File: config.mk
export PLATFORM = sky130hd
export DESIGN_NAME = four_mode_sprite_rle_decoder_core
export DESIGN_NICKNAME = d
export VERILOG_FILES = /design/src/fmsrd_pkg.sv /design/src/fmsrd_ctrl.sv /design/src/fmsrd_datapath.sv /design/src/four_mode_sprite_rle_decoder_core.sv
export SDC_FILE = /design/constraint.sdc
export NUM_CORES = 1
export LEC_CHECK = 0
export ABC_AREA = 1
export BUFFER_PORTS_ARGS = -buffer_cell sky130_fd_sc_hd__buf_4
export CORE_MARGIN = 2
export CORE_UTILIZATION = 61
export CTS_CLUSTER_DIAMETER = 150
export DETAILED_ROUTE_END_ITERATION = 12
export PLACE_DENSITY = 0.81
export SLEW_MARGIN = 20
export SYNTH_ARGS = -nofsm -noshare
export SYNTH_HDL_FRONTEND = slang
export SYNTH_SLANG_ARGS = --single-unit
export TNS_END_PERCENT = 20
File: constraint.sdc
create_clock -name clk -period 6.34 [get_ports clk]
set_input_delay 1.902 -clock clk [delete_from_list [all_inputs] [get_ports clk]]
set_output_delay 1.902 -clock clk [all_outputs]
set_load 0.01 [all_outputs]
File: src/fmsrd_pkg.sv
package fmsrd_pkg;

  localparam int DIM_W   = 11;  // image_width / image_height / row_index
  localparam int COL_W   = 12;  // column may run past the row end by up to 128
  localparam int ADDR_W  = 21;
  localparam int RUN_W   = 7;   // run length / copy count, 1..64
  localparam int MAP_W   = 17;
  localparam int CFG_IDX_W = 2;

  localparam int HDR_BYTES = 4;
  localparam int HDR_W     = 3;

  localparam logic [DIM_W-1:0] IMAGE_WIDTH_RST  = 11'd24;
  localparam logic [DIM_W-1:0] IMAGE_HEIGHT_RST = 11'd24;
  localparam logic [MAP_W-1:0] PIXEL_MAP_RST    = '1;

  localparam logic [CFG_IDX_W-1:0] CFG_IMAGE_WIDTH  = 2'd0;
  localparam logic [CFG_IDX_W-1:0] CFG_IMAGE_HEIGHT = 2'd1;
  localparam logic [CFG_IDX_W-1:0] CFG_PIXEL_MAP    = 2'd2;

  localparam logic [1:0] MODE_FILL = 2'b00;
  localparam logic [1:0] MODE_ALT  = 2'b01;
  localparam logic [1:0] MODE_COPY = 2'b10;
  localparam logic [1:0] MODE_SKIP = 2'b11;

  typedef enum logic [2:0] {
    PH_HEADER,
    PH_CTRL,
    PH_FILL,
    PH_ALT,
    PH_COPY,
    PH_DONE,
    PH_ERROR
  } phase_t;

  typedef enum logic {
    CTL_ACCEPT,
    CTL_BURST
  } ctl_state_t;

  typedef struct packed {
    logic [7:0] data_byte;
    logic       end_of_source;
  } src_beat_t;

  typedef struct packed {
    logic [ADDR_W-1:0] pixel_address;
    logic [7:0]        pixel_value;
    logic              write_enable;
    logic              last_of_run;
    logic              image_done;
    logic              source_error;
  } pix_beat_t;

  typedef struct packed {
    logic load_step;  // decode the byte on the source channel, load first result
    logic load_next;  // load the next write of a fill or alternate run
  } ctl_cmd_t;

  typedef struct packed {
    logic burst_more;  // the byte being decoded gives more than one result
    logic burst_last;  // the next run write is the final one
  } dp_status_t;

endpackage

File: src/fmsrd_ctrl.sv
module fmsrd_ctrl (
  input  logic                   clk,
  input  logic                   rst,
  input  logic                   src_valid,
  output logic                   src_ready,
  output logic                   pix_valid,
  input  logic                   pix_ready,
  input  fmsrd_pkg::dp_status_t  status,
  output fmsrd_pkg::ctl_cmd_t    cmd
);

  fmsrd_pkg::ctl_state_t state;
  fmsrd_pkg::ctl_state_t state_next;
  logic                  slot_free;
  logic                  pix_valid_next;

  // output slot is free when empty or being drained this cycle
  assign slot_free = !pix_valid || pix_ready;

  always_comb begin
    state_next = state;
    case (state)
      fmsrd_pkg::CTL_ACCEPT: begin
        if (cmd.load_step && status.burst_more) begin
          state_next = fmsrd_pkg::CTL_BURST;
        end
      end
      fmsrd_pkg::CTL_BURST: begin
        if (cmd.load_next && status.burst_last) begin
          state_next = fmsrd_pkg::CTL_ACCEPT;
        end
      end
      default: state_next = fmsrd_pkg::CTL_ACCEPT;
    endcase
  end

  always_comb begin
    src_ready     = 1'b0;
    cmd.load_step = 1'b0;
    cmd.load_next = 1'b0;
    case (state)
      fmsrd_pkg::CTL_ACCEPT: begin
        src_ready     = slot_free;
        cmd.load_step = src_valid && slot_free;
      end
      fmsrd_pkg::CTL_BURST: begin
        cmd.load_next = slot_free;
      end
      default: ;
    endcase
  end

  always_comb begin
    if (cmd.load_step || cmd.load_next) begin
      pix_valid_next = 1'b1;
    end else if (pix_ready) begin
      pix_valid_next = 1'b0;
    end else begin
      pix_valid_next = pix_valid;
    end
  end

  always_ff @(posedge clk) begin
    if (rst) begin
      state     <= fmsrd_pkg::CTL_ACCEPT;
      pix_valid <= 1'b0;
    end else begin
      state     <= state_next;
      pix_valid <= pix_valid_next;
    end
  end

  a_no_accept_in_burst: assert property (@(posedge clk) disable iff (rst)
    (state == fmsrd_pkg::CTL_BURST) |-> !src_ready)
    else $error("source accepted during a pixel run");

  a_single_stays: assert property (@(posedge clk) disable iff (rst)
    (cmd.load_step && !status.burst_more) |=> (state == fmsrd_pkg::CTL_ACCEPT))
    else $error("single-result byte entered a run");

  a_run_ends: assert property (@(posedge clk) disable iff (rst)
    (cmd.load_next && status.burst_last) |=> (state == fmsrd_pkg::CTL_ACCEPT))
    else $error("run did not end on its last write");

  a_result_held: assert property (@(posedge clk) disable iff (rst)
    (pix_valid && !pix_ready) |=> pix_valid)
    else $error("pending result dropped");

endmodule

File: src/fmsrd_datapath.sv
module fmsrd_datapath (
  input  logic                                  clk,
  input  logic                                  rst,
  input  logic                                  cfg_write_en,
  input  logic [fmsrd_pkg::CFG_IDX_W-1:0]       cfg_index,
  input  logic [fmsrd_pkg::MAP_W-1:0]           cfg_data,
  input  fmsrd_pkg::src_beat_t                  src_data,
  input  fmsrd_pkg::ctl_cmd_t                   cmd,
  output fmsrd_pkg::dp_status_t                 status,
  output fmsrd_pkg::pix_beat_t                  pix_data
);

  // configuration
  logic [fmsrd_pkg::DIM_W-1:0]  image_width;
  logic [fmsrd_pkg::DIM_W-1:0]  image_height;
  logic [fmsrd_pkg::MAP_W-1:0]  pixel_map;

  // decode state
  fmsrd_pkg::phase_t             phase;
  fmsrd_pkg::phase_t             phase_next;
  logic [fmsrd_pkg::HDR_W-1:0]   header_seen;
  logic [fmsrd_pkg::HDR_W-1:0]   header_seen_next;
  logic [fmsrd_pkg::COL_W-1:0]   column;
  logic [fmsrd_pkg::COL_W-1:0]   column_next;
  logic [fmsrd_pkg::DIM_W-1:0]   row_index;
  logic [fmsrd_pkg::DIM_W-1:0]   row_index_next;
  logic [fmsrd_pkg::ADDR_W-1:0]  row_base;
  logic [fmsrd_pkg::ADDR_W-1:0]  row_base_next;
  logic [fmsrd_pkg::RUN_W-1:0]   run_length;
  logic [fmsrd_pkg::RUN_W-1:0]   run_length_next;
  logic [fmsrd_pkg::RUN_W-1:0]   copy_left;
  logic [fmsrd_pkg::RUN_W-1:0]   copy_left_next;

  // run sequencing
  logic [fmsrd_pkg::RUN_W-1:0]   burst_left;
  logic                          burst_alt;

  // step decode
  logic [fmsrd_pkg::RUN_W-1:0]   count;
  logic [fmsrd_pkg::RUN_W:0]     col_add;
  logic [fmsrd_pkg::COL_W-1:0]   col_sum;
  logic                          do_eop;
  logic [fmsrd_pkg::RUN_W-1:0]   n_writes;
  logic                          alt_step;
  logic [7:0]                    px;
  logic                          has_write;

  function automatic logic [7:0] map_pixel(input logic [fmsrd_pkg::MAP_W-1:0] raw,
                                           input logic [7:0] b);
    logic [2:0] offs;
    logic [7:0] res;
    begin
      offs = raw[10:8] + b[2:0];
      if (raw == fmsrd_pkg::PIXEL_MAP_RST) begin
        res = b;
      end else if (!raw[16] && (raw[15:8] != 8'd0)) begin
        res = raw[7:0] + {5'd0, offs};
      end else begin
        res = raw[7:0];
      end
      return res;
    end
  endfunction

  always_comb begin
    phase_next       = phase;
    header_seen_next = header_seen;
    row_index_next   = row_index;
    row_base_next    = row_base;
    run_length_next  = run_length;
    copy_left_next   = copy_left;
    col_add          = '0;
    do_eop           = 1'b0;
    n_writes         = '0;
    alt_step         = 1'b0;
    count            = {1'b0, src_data.data_byte[5:0]} + 7'd1;
    px               = map_pixel(pixel_map, src_data.data_byte);

    case (phase)
      fmsrd_pkg::PH_HEADER: begin
        header_seen_next = header_seen + 3'd1;
        if (header_seen_next >= fmsrd_pkg::HDR_W'(fmsrd_pkg::HDR_BYTES)) begin
          phase_next = fmsrd_pkg::PH_CTRL;
        end
      end
      fmsrd_pkg::PH_CTRL: begin
        case (src_data.data_byte[7:6])
          fmsrd_pkg::MODE_FILL: begin
            run_length_next = count;
            phase_next      = fmsrd_pkg::PH_FILL;
          end
          fmsrd_pkg::MODE_ALT: begin
            run_length_next = count;
            phase_next      = fmsrd_pkg::PH_ALT;
          end
          fmsrd_pkg::MODE_COPY: begin
            copy_left_next = count;
            phase_next     = fmsrd_pkg::PH_COPY;
          end
          default: begin
            col_add = {1'b0, count};
            do_eop  = 1'b1;
          end
        endcase
      end
      fmsrd_pkg::PH_FILL: begin
        n_writes = run_length;
        col_add  = {1'b0, run_length};
        do_eop   = 1'b1;
      end
      fmsrd_pkg::PH_ALT: begin
        n_writes = run_length;
        col_add  = {run_length, 1'b0};
        alt_step = 1'b1;
        do_eop   = 1'b1;
      end
      fmsrd_pkg::PH_COPY: begin
        n_writes = 7'd1;
        col_add  = 8'd1;
        if (copy_left != '0) begin
          copy_left_next = copy_left - 7'd1;
        end
        do_eop = (copy_left_next == '0);
      end
      default: ;
    endcase

    col_sum     = column + fmsrd_pkg::COL_W'(col_add);
    column_next = col_sum;
    if (do_eop) begin
      phase_next = fmsrd_pkg::PH_CTRL;
      if (col_sum >= {1'b0, image_width}) begin
        column_next    = '0;
        row_index_next = row_index + 11'd1;
        row_base_next  = row_base + fmsrd_pkg::ADDR_W'(image_width);
        if (row_index_next >= image_height) begin
          phase_next = fmsrd_pkg::PH_DONE;
        end
      end
    end

    if (src_data.end_of_source && (phase_next != fmsrd_pkg::PH_DONE) &&
        (phase_next != fmsrd_pkg::PH_ERROR)) begin
      phase_next = fmsrd_pkg::PH_ERROR;
    end
  end

  assign has_write         = (n_writes != '0);
  assign status.burst_more = (n_writes > 7'd1);
  assign status.burst_last = (burst_left == 7'd1);

  always_ff @(posedge clk) begin
    if (rst) begin
      image_width  <= fmsrd_pkg::IMAGE_WIDTH_RST;
      image_height <= fmsrd_pkg::IMAGE_HEIGHT_RST;
      pixel_map    <= fmsrd_pkg::PIXEL_MAP_RST;
    end else if (cfg_write_en) begin
      case (cfg_index)
        fmsrd_pkg::CFG_IMAGE_WIDTH:  image_width  <= cfg_data[fmsrd_pkg::DIM_W-1:0];
        fmsrd_pkg::CFG_IMAGE_HEIGHT: image_height <= cfg_data[fmsrd_pkg::DIM_W-1:0];
        fmsrd_pkg::CFG_PIXEL_MAP:    pixel_map    <= cfg_data;
        default: ;
      endcase
    end
  end

  always_ff @(posedge clk) begin
    if (rst) begin
      phase       <= (fmsrd_pkg::HDR_BYTES > 0) ? fmsrd_pkg::PH_HEADER : fmsrd_pkg::PH_CTRL;
      header_seen <= '0;
      column      <= '0;
      row_index   <= '0;
      row_base    <= '0;
      run_length  <= '0;
      copy_left   <= '0;
      burst_left  <= '0;
      burst_alt   <= 1'b0;
    end else if (cmd.load_step) begin
      phase       <= phase_next;
      header_seen <= header_seen_next;
      column      <= column_next;
      row_index   <= row_index_next;
      row_base    <= row_base_next;
      run_length  <= run_length_next;
      copy_left   <= copy_left_next;
      burst_left  <= n_writes - 7'd1;
      burst_alt   <= alt_step;
    end else if (cmd.load_next) begin
      burst_left <= burst_left - 7'd1;
    end
  end

  // result register: first write (or the no-write beat) on a byte, then run writes
  always_ff @(posedge clk) begin
    if (cmd.load_step) begin
      pix_data.pixel_address <= has_write ?
                                (row_base + fmsrd_pkg::ADDR_W'(column)) : '0;
      pix_data.pixel_value   <= has_write ? px : 8'd0;
      pix_data.write_enable  <= has_write;
      pix_data.last_of_run   <= !status.burst_more;
      pix_data.image_done    <= (phase_next == fmsrd_pkg::PH_DONE);
      pix_data.source_error  <= (phase_next == fmsrd_pkg::PH_ERROR);
    end else if (cmd.load_next) begin
      pix_data.pixel_address <= pix_data.pixel_address +
                                (burst_alt ? 21'd2 : 21'd1);
      pix_data.last_of_run   <= status.burst_last;
    end
  end

endmodule

File: src/four_mode_sprite_rle_decoder_core.sv
// Four-mode sprite RLE decoder. Compressed bytes enter one per beat on the
// src channel; the first four are header and are dropped. Each control byte
// picks fill, alternate, copy or skip with a count of (low six bits)+1, and
// each pixel write leaves as one beat on the pix channel with its unclamped
// address (row base plus column) and mapped value. Every source byte yields
// at least one pix beat: a byte that writes nothing yields a single beat with
// write_enable low, and last_of_run marks the final beat of each byte.
// image_done and source_error are sticky until reset and ride on every beat
// from the byte that set them on. A header, control, copy or ignored byte
// yields one beat; a fill or alternate value byte holds the source until
// all its pixels (1 to 64) are out: the single output register issues one
// write per cycle, while the sink is ready, as the controller walks the run.
// Configuration writes take effect on the next byte; write them only with
// the block idle. There is no clearing pass after reset.
module four_mode_sprite_rle_decoder_core (
  input  logic                              clk,
  input  logic                              rst,
  input  logic                              cfg_write_en,
  input  logic [fmsrd_pkg::CFG_IDX_W-1:0]   cfg_index,
  input  logic [fmsrd_pkg::MAP_W-1:0]       cfg_data,
  input  logic                              src_valid,
  output logic                              src_ready,
  input  fmsrd_pkg::src_beat_t              src_data,
  output logic                              pix_valid,
  input  logic                              pix_ready,
  output fmsrd_pkg::pix_beat_t              pix_data
);

  fmsrd_pkg::ctl_cmd_t    cmd;
  fmsrd_pkg::dp_status_t  status;

  // handshake, output slot and run sequencing
  fmsrd_ctrl u_ctrl (
    .clk       (clk),
    .rst       (rst),
    .src_valid (src_valid),
    .src_ready (src_ready),
    .pix_valid (pix_valid),
    .pix_ready (pix_ready),
    .status    (status),
    .cmd       (cmd)
  );

  // registers, decode state, pixel mapping and the result register
  fmsrd_datapath u_datapath (
    .clk          (clk),
    .rst          (rst),
    .cfg_write_en (cfg_write_en),
    .cfg_index    (cfg_index),
    .cfg_data     (cfg_data),
    .src_data     (src_data),
    .cmd          (cmd),
    .status       (status),
    .pix_data     (pix_data)
  );

endmodule

==> results of run 1 <==
[logic make-up after synthesis]
group | synth area share
AO/OA/AOI/OAI | 0.1945
buffers and inverters | 0.08686
flip-flops | 0.3469
XOR/XNOR | 0.04857
AND/OR/NAND/NOR | 0.2183
adder cells (fa/ha/maj) | 0.1049
[placed cells by master (no fill, tap or decap), types with 6 or more instances in the layout]
master     Yosys  routed
a211oi_1       8       8
a21oi_1      122     122
a22oi_1        6       6
a31oi_1        7       7
buf_4          2      74
clkbuf_16      0      18
dfxtp_1      113     113
edfxtp_1      33      33
fa_1           6       6
ha_1          69      69
inv_1        160     160
inv_2          6       7
nand2_1      214     213
nand2_2        5       6
nand3_1       67      67
nand4_1       15      15
nor2_1       103     103
nor3_1        18      16
nor4_1         7       7
o211ai_1      19      19
o21ai_0      101     100
o21ai_1        7       8
o22ai_1       13      13
xnor2_1        9       9
xor2_1        43      43
[worst max-delay path, stage by stage]
cell and delay, ns:
buf_4 0.09, inv_1 0.07, nor3_1 0.38, inv_1 0.18, o21ai_0 0.22, ha_1 0.32, a21oi_1 0.21, o21ai_0 0.13
a21oi_1 0.20, xor2_1 0.13, ha_1 0.31, inv_1 0.05, o31a_1 0.29, nand2_1 0.06, nand2_1 0.05, nand2_1 0.05
nand2_1 0.05, nand2_1 0.12, nand2_4 0.14, nor2_8 0.28, nand2_2 0.15, nor2_4 0.16, nand3_1 0.09, nand2_1 0.06
nor2_1 0.04
[stage by stage]
stage	hold slack (ns)	power, mW	instances	setup slack [ns]	utilization
6_report	0.4683	2.494	1508	0.9183	0.7003
5_1_grt	0.5033	2.596	1508	0.5483	0.7003
4_1_cts	0.4728	2.494	1508	0.9546	0.7000
3_5_place_dp	0.4611	1.516	1476	0.5274	0.6619
3_3_place_gp	0.4514	1.503	1476	0.7190	0.6619
2_1_floorplan	0.4353	1.371	1250	1.198	-
[registers in the layout, summed over array words and instances (netlist names)]
signal,cells
u_datapath.header_seen,3
u_datapath.burst_left,7
u_ctrl.state,1
u_ctrl.pix_valid,1
u_datapath.column,12
u_datapath.run_length,7
u_datapath.row_base,21
u_datapath.burst_alt,1
u_datapath.image_height,11
u_datapath.row_index,11
u_datapath.pixel_map,17
u_datapath.phase,3
u_datapath.copy_left,7
u_datapath.image_width,11
u_datapath.pix_data,33
[cell type report]
type,count,area (um2),area share
sequential,146,3253,0.3078
clock inverter,14,123.9,0.01172
clock buffer,18,450.4,0.04262
tap,188,235.2,0.02226
inverter,167,626.9,0.05932
timing repair buffer,74,555.5,0.05257
multi-input combinational,901,5323,0.5037
[per-layer routing]
metal,part of all wire,global-route usage,wire length (um),vias up
met2,0.47,0.4561,10430,292
met4,0.020,0.09890,444,0
met1,0.45,0.3731,10040,3912
met5,0,0,0,-
li1,-,-,-,4368
met3,0.063,0.05217,1416,36
[worst max-delay path by stage]
stage	from	to
after floorplan	src_data[3]	u_datapath.row_base[13]$_SDFFE_PP0P_
after global placement	src_data[8]	u_datapath.row_index[0]$_SDFFE_PP0P_
after CTS	src_data[8]	u_datapath.row_index[1]$_SDFFE_PP0P_
after global routing	src_data[8]	u_datapath.row_base[20]$_SDFFE_PP0P_
final	src_data[8]	u_datapath.row_base[20]$_SDFFE_PP0P_
after detailed placement	src_data[8]	u_datapath.row_index[1]$_SDFFE_PP0P_
[power by group]
group          internal [mW]  switching (mW)
combinational          0.165           0.267
clock                  0.566           0.423
sequential              1.02          0.0512
total                   1.75           0.741
==> summary.txt, run 1 <==
Run status
  • Status: complete, no violations

Pwr
  • Max IR drop VDD: roughly 0.20 mV
  • PwrDens: about 240 nW/um2
  • Pleak: ~4.8 nW

Logic synthesis
  • Yosys cell types: 63
  • Mapped Nets: 1358
  • Post-synth ARST share: 0
  • Sequential fraction of the synthesis area: 0.3469
  • Most frequent cell after synthesis: nand2_1
  • Yosys top cell area share: 0.2412
  • Synth area leaders: dfxtp_1 24%, edfxtp_1 11%, ha_1 9.2%
  • Cells after Synth: 1250
  • #FFs+latches synth: 146
  • Yosys warning count: 0
  • Mapped Avg Cell Area: about 7.5 um2
  • Post-Syn Area: roughly 9400 um2
  • Post-synth EDFFs: 33
  • Commonest cells post-synth: 214 x nand2_1, 160 x inv_1, 122 x a21oi_1
  • Area leader, netlist: dfxtp_1
  • Ys flop type: dfxtp_1

Global routing
  • First-pass GRT wire length: 36860 um
  • Gr ovfl total: 0
  • Gr usage total: 0.2795
  • Largest net degree at the start of global routing: 65
  • Vias in the first global route: roughly 8000
  • Initial antenna violation count: 0

Finish
  • Fin area: roughly 11000 um2
  • Layout cells sized above 1: 0.1121
  • Area Overhead vs Synth: 12.69%
  • Fillers: roughly 1300
  • Nets@finish: 1415
  • Ant diodes: 0

Critical path
  • Reg-to-reg endpoint: u_datapath.row_base[20]$_SDFFE_PP0P_
  • Worst Path Max Fanout: 19
  • Worst setup EP type: register
  • Setup crit start kind: primary input
  • Crit path DAT: 5.75 ns
  • Worst Path Required: about 6.7 ns
  • R2R Setup Slk: 1.44 ns
  • Worst r2r src: u_datapath.phase[2]$_SDFFE_PP0P_
  • Critical path class: in -> reg
  • Worst Reg-to-Reg Cells: 29

Job
  • Max-Cap Viols: 0

Place
  • Post-DP HPWL: around 16000 um
  • Placement Cell Area: approximately 10000 um2
  • Gpl congestion: 0.9520
  • Port buffer count: 67

STA
  • Fmax: 0.1844 GHz
  • Fin. max-slew vios: 0
  • Least-Margin Pin Slew: between 1 and 1.5 ns
  • Final hold violation count: 0
  • Post-route minimum period: roughly 5.4 ns
  • Slew headroom: 0.3128
  • Layout Skew: 0.008415 ns
  • Final setup violation count: 0
  • RSZ-0062 raised after global routing: false
  • Setup TNS: 0 ns
  • Final worst path period share: 0.8552

Die
  • IO Count: 68
  • Die area: ~16000 um2
  • FP Rows: 45
  • Initial Utilization: 0.6215
  • Core area: between 15000 and 20000 um2
  • Die Width: 128.0 um
  • Chip height: around 130 um

Clocking
  • CTS Root Cell: clkbuf_16
  • Hold buffers post-CTS: 0
  • Inserted Clock Buffers: 17
  • Clk buf depth: 2
  • CTS tree: built
  • Post-CTS setup buffers: 0
  • Post-CTS sizing: 0
  • Htree depth: 4
  • Worst-Skew Late Latency: about 0.44 ns
  • Clock-pin slew on the worst setup and hold paths: around 0.06 ns
  • Clock sink total: 146

Hold path
  • Hold Path Class: reg -> reg
  • Hold path depth: 2
  • Min-Delay Endpoint: u_datapath.image_height[1]$_SDFFE_PP0P_
  • Min-delay src: u_datapath.image_height[1]$_SDFFE_PP0P_

Drt
  • DRT Pass-1 Iters: 6
  • Drt via density: about 5.7
  • Routed vias: 8608
  • Post-DRT Antenna Nets: 0
  • Routed len/inst: 14.81 um
  • Post-route DRC: 0
  • Initial drt markers: between 700 and 800
  • Post-Route WL: around 22000 um
(Power assumes the default switching activity.)
==> run 2: changes to the inputs <==
--- a/config.mk
+++ b/config.mk
@@ -7,11 +7,13 @@
 export LEC_CHECK = 0
 export ABC_AREA = 1
 export BUFFER_PORTS_ARGS = -buffer_cell sky130_fd_sc_hd__buf_4
+export CELL_PAD_IN_SITES_DETAIL_PLACEMENT = 1
+export CELL_PAD_IN_SITES_GLOBAL_PLACEMENT = 1
 export CORE_MARGIN = 2
-export CORE_UTILIZATION = 61
+export CORE_UTILIZATION = 45
 export CTS_CLUSTER_DIAMETER = 150
 export DETAILED_ROUTE_END_ITERATION = 12
-export PLACE_DENSITY = 0.81
+export PLACE_DENSITY_LB_ADDON = 0.1
 export SLEW_MARGIN = 20
 export SYNTH_ARGS = -nofsm -noshare
 export SYNTH_HDL_FRONTEND = slang
==> run 2 against run 1 <==
Clock power is 4.3% lower; via count rose by 0.15%; highest routed layer unchanged; die area is 34% higher; sequential share of layout area fell by 0.27 points; final area increased by 0.89%; combinational power grew 3%; wire length grew 16%; fmax decreased by 1.4%.
==> summary.txt, run 2 (synthesized netlist as in run 1, its figures left out) <==
Run status
  • Status: complete, no violations

Global routing
  • Most Crowded Layer GR: met2
  • Gr ovfl total: 0 (unchanged)
  • Met1 usage: 0.3357 (-0.03740)
  • First-pass GRT wire length: 43470 um (+18%)
  • Largest net degree at the start of global routing: 66 (+1.5%)
  • Vias in the first global route: 8739 (+12%)
  • M2 GR Usage: 0.4056 (-0.05056)
  • Gr usage total: 0.2450 (-0.03451)
  • Initial antenna violation count: 0 (unchanged)
  • Met3 Use GR: 0.03344 (-0.01873)

Clocking
  • CTS tree: built
  • Post-CTS sizing: 0 (unchanged)
  • Worst-Skew Late Latency: 0.43 ns (about the same)
  • Clock sink total: 146 (unchanged)
  • Htree depth: 4 (unchanged)
  • Inserted Clock Buffers: 17 (unchanged)
  • Post-CTS setup buffers: 0 (unchanged)
  • Hold buffers post-CTS: 0 (unchanged)
  • Clock-pin slew on the worst setup and hold paths: 0.06 ns (about the same)
  • Clk buf depth: 2 (unchanged)
  • CTS Root Cell: clkbuf_16

STA
  • Post-route minimum period: 5.496 ns (+0.07454 ns)
  • Final setup violation count: 0 (unchanged)
  • Final worst path period share: 0.8669 (+0.01176)
  • Least-Margin Pin Slew: 1.098 ns (+0.06874 ns)
  • Fmax: 0.1819 GHz (-1.4%)
  • Slew headroom: 0.2669 (-0.04588)
  • Fin. max-slew vios: 0 (unchanged)
  • Final WS setup: 0.8438 ns (-0.07454 ns)
  • Layout Skew: 0.01101 ns (+0.002597 ns)
  • Final hold violation count: 0 (unchanged)
  • Setup TNS: 0 ns (unchanged)
  • RSZ-0062 raised after global routing: false

Finish
  • Top reg by flops: u_datapath.pix_data
  • Area Overhead vs Synth: 13.69%
  • Reg area: 3253 um2 (unchanged)
  • Ant diodes: 0 (unchanged)
  • Layout cells sized above 1: 0.1120 (-0.0001696)
  • Fillers: 2599 (+110%)
  • Leading registers by flop count: u_datapath.pix_data (33), u_datapath.row_base (21), u_datapath.pixel_map (17)
  • Largest register FFs: 33 (unchanged)
  • Most common cell after layout, fill and taps aside: nand2_1
  • Final Non-Filler Cells: 1592 (+5.6%)
  • Nets@finish: 1417 (+0.14%)
  • Combined area of the multi-input logic cells: 5323 um2 (unchanged)
  • Commonest cells after routing, fill and taps aside: 213 x nand2_1, 160 x inv_1, 122 x a21oi_1

Drt
  • Post-Route WL: 26010 um (+16%)
  • Drt via density: 5.415 (-5.1%)
  • Routed vias: 8621 (+0.15%)
  • DRT Pass-1 Iters: 4 (-2)
  • Post-DRT Antenna Nets: 0 (unchanged)
  • Initial drt markers: 388 (-46%)
  • Post-route DRC: 0 (unchanged)
  • Routed len/inst: 16.34 um (+10%)

Pwr
  • Clock share of power: 0.384 (-0.012)
  • P_int: 1.724 mW (-1.7%)
  • Sw Ratio: 0.3009 (+0.003840)
  • Comb pwr share: 0.180 (+0.007)
  • Sequential Power Share: 0.436 (+0.006)
  • Switching pwr: 0.7421 mW (+0.16%)
  • Max IR drop VDD: 0.1780 mV (-9.1%)
  • Pleak: 4.789 nW (-0.21%)
  • PwrDens: 231.3 nW/um2 (-2.0%)

Place
  • Post-DP HPWL: 19780 um (+21%)
  • Gpl congestion: 0.8429 (-11%)
  • Port buffer count: 67 (unchanged)
  • Post-placement cell count: 1560 (+5.7%)
  • Setup WS pre-CTS: 0.4687 ns (-0.05870 ns)

Die
  • Die Width: 148.4 um (+16%)
  • FP Rows: 52 (+16%)
  • Initial Utilization: 0.4605 (-0.1610)
  • Die area: 22010 um2 (+34%)
  • IO Count: 68 (unchanged)
  • Chip height: 148.4 um (+16%)
  • Core area: 20360 um2 (+35%)

Hold path
  • Hold Path Class: reg -> reg

Job
  • Max-Cap Viols: 0 (unchanged)

Critical path
  • Crit path DAT: 5.80 ns (+0.05 ns)
  • Worst setup EP type: register
  • Worst Path Required: 6.65 ns (-0.02 ns)
  • Worst Path Max Fanout: 22 (+3)
  • Setup crit start kind: primary input
  • Critical path class: in -> reg
## run 2: critical path: stages
cell     delay (ns)
buf_4          0.14
ha_1           0.22
nand4_1        0.15
nor2_1         0.25
a22oi_1        0.11
o21ai_0        0.14
ha_1           0.32
a21oi_1        0.15
o21ai_0        0.13
a21oi_1        0.22
xor2_1         0.13
ha_1           0.31
inv_1          0.05
o31a_1         0.28
nand2_1        0.07
nand2_1        0.05
nand2_1        0.05
nand2_1        0.06
nand2_1        0.13
nand2_4        0.14
nor2_8         0.29
inv_2          0.24
o21ai_0        0.21
a21oi_1        0.05
## run 2: through the flow
step / hold WS (ns) / util / area, um2 / power (mW)
6_report: 0.4601 / 0.5235 / 10660 / 2.466
5_1_grt: 0.4964 / 0.5235 / 10660 / 2.599
4_1_cts: 0.4650 / 0.5233 / 10660 / 2.490
3_5_place_dp: 0.4550 / 0.4963 / 10110 / 1.538
3_3_place_gp: 0.4492 / 0.4963 / 10110 / 1.524
2_1_floorplan: 0.4353 / - / 9378 / 1.371
## run 2: worst paths after layout
check / from / endpoint / slack (ns) / cells past startpoint
min: u_datapath.image_height[8]$_SDFFE_PP0P_ / u_datapath.image_height[8]$_SDFFE_PP0P_ / 0.46 / 2
max reg2reg: u_datapath.phase[2]$_SDFFE_PP0P_ / u_datapath.row_index[1]$_SDFFE_PP0P_ / 1.36 / 27
max: src_data[1] / u_datapath.row_index[1]$_SDFFE_PP0P_ / 0.84 / 24
min reg2reg: u_datapath.image_height[8]$_SDFFE_PP0P_ / u_datapath.image_height[8]$_SDFFE_PP0P_ / 0.46 / 2
## run 2: cell type report
class / count / area share
sequential: 146 / 0.3051
clock inverter: 10 / 0.007159
inverter: 167 / 0.05880
multi-input combinational: 901 / 0.4992
tap: 270 / 0.03169
clock buffer: 22 / 0.04448
timing repair buffer: 76 / 0.05351
## run 2: metal layers
metal	up-vias	routed length, um
met5	-	0
met4	0	416
met3	30	731
met2	121	11910
met1	4119	12950
li1	4351	-
## run 2: power by group through the flow
stage | Clock [mW] | Sequential, mW | Combinational, mW
after CTS | 0.966 | 1.08 | 0.448
after detailed placement | 0 | 1.10 | 0.442
after global placement | 0 | 1.09 | 0.431
after global routing | 1.01 | 1.08 | 0.507
final | 0.946 | 1.08 | 0.444
after floorplan | 0 | 1.10 | 0.276
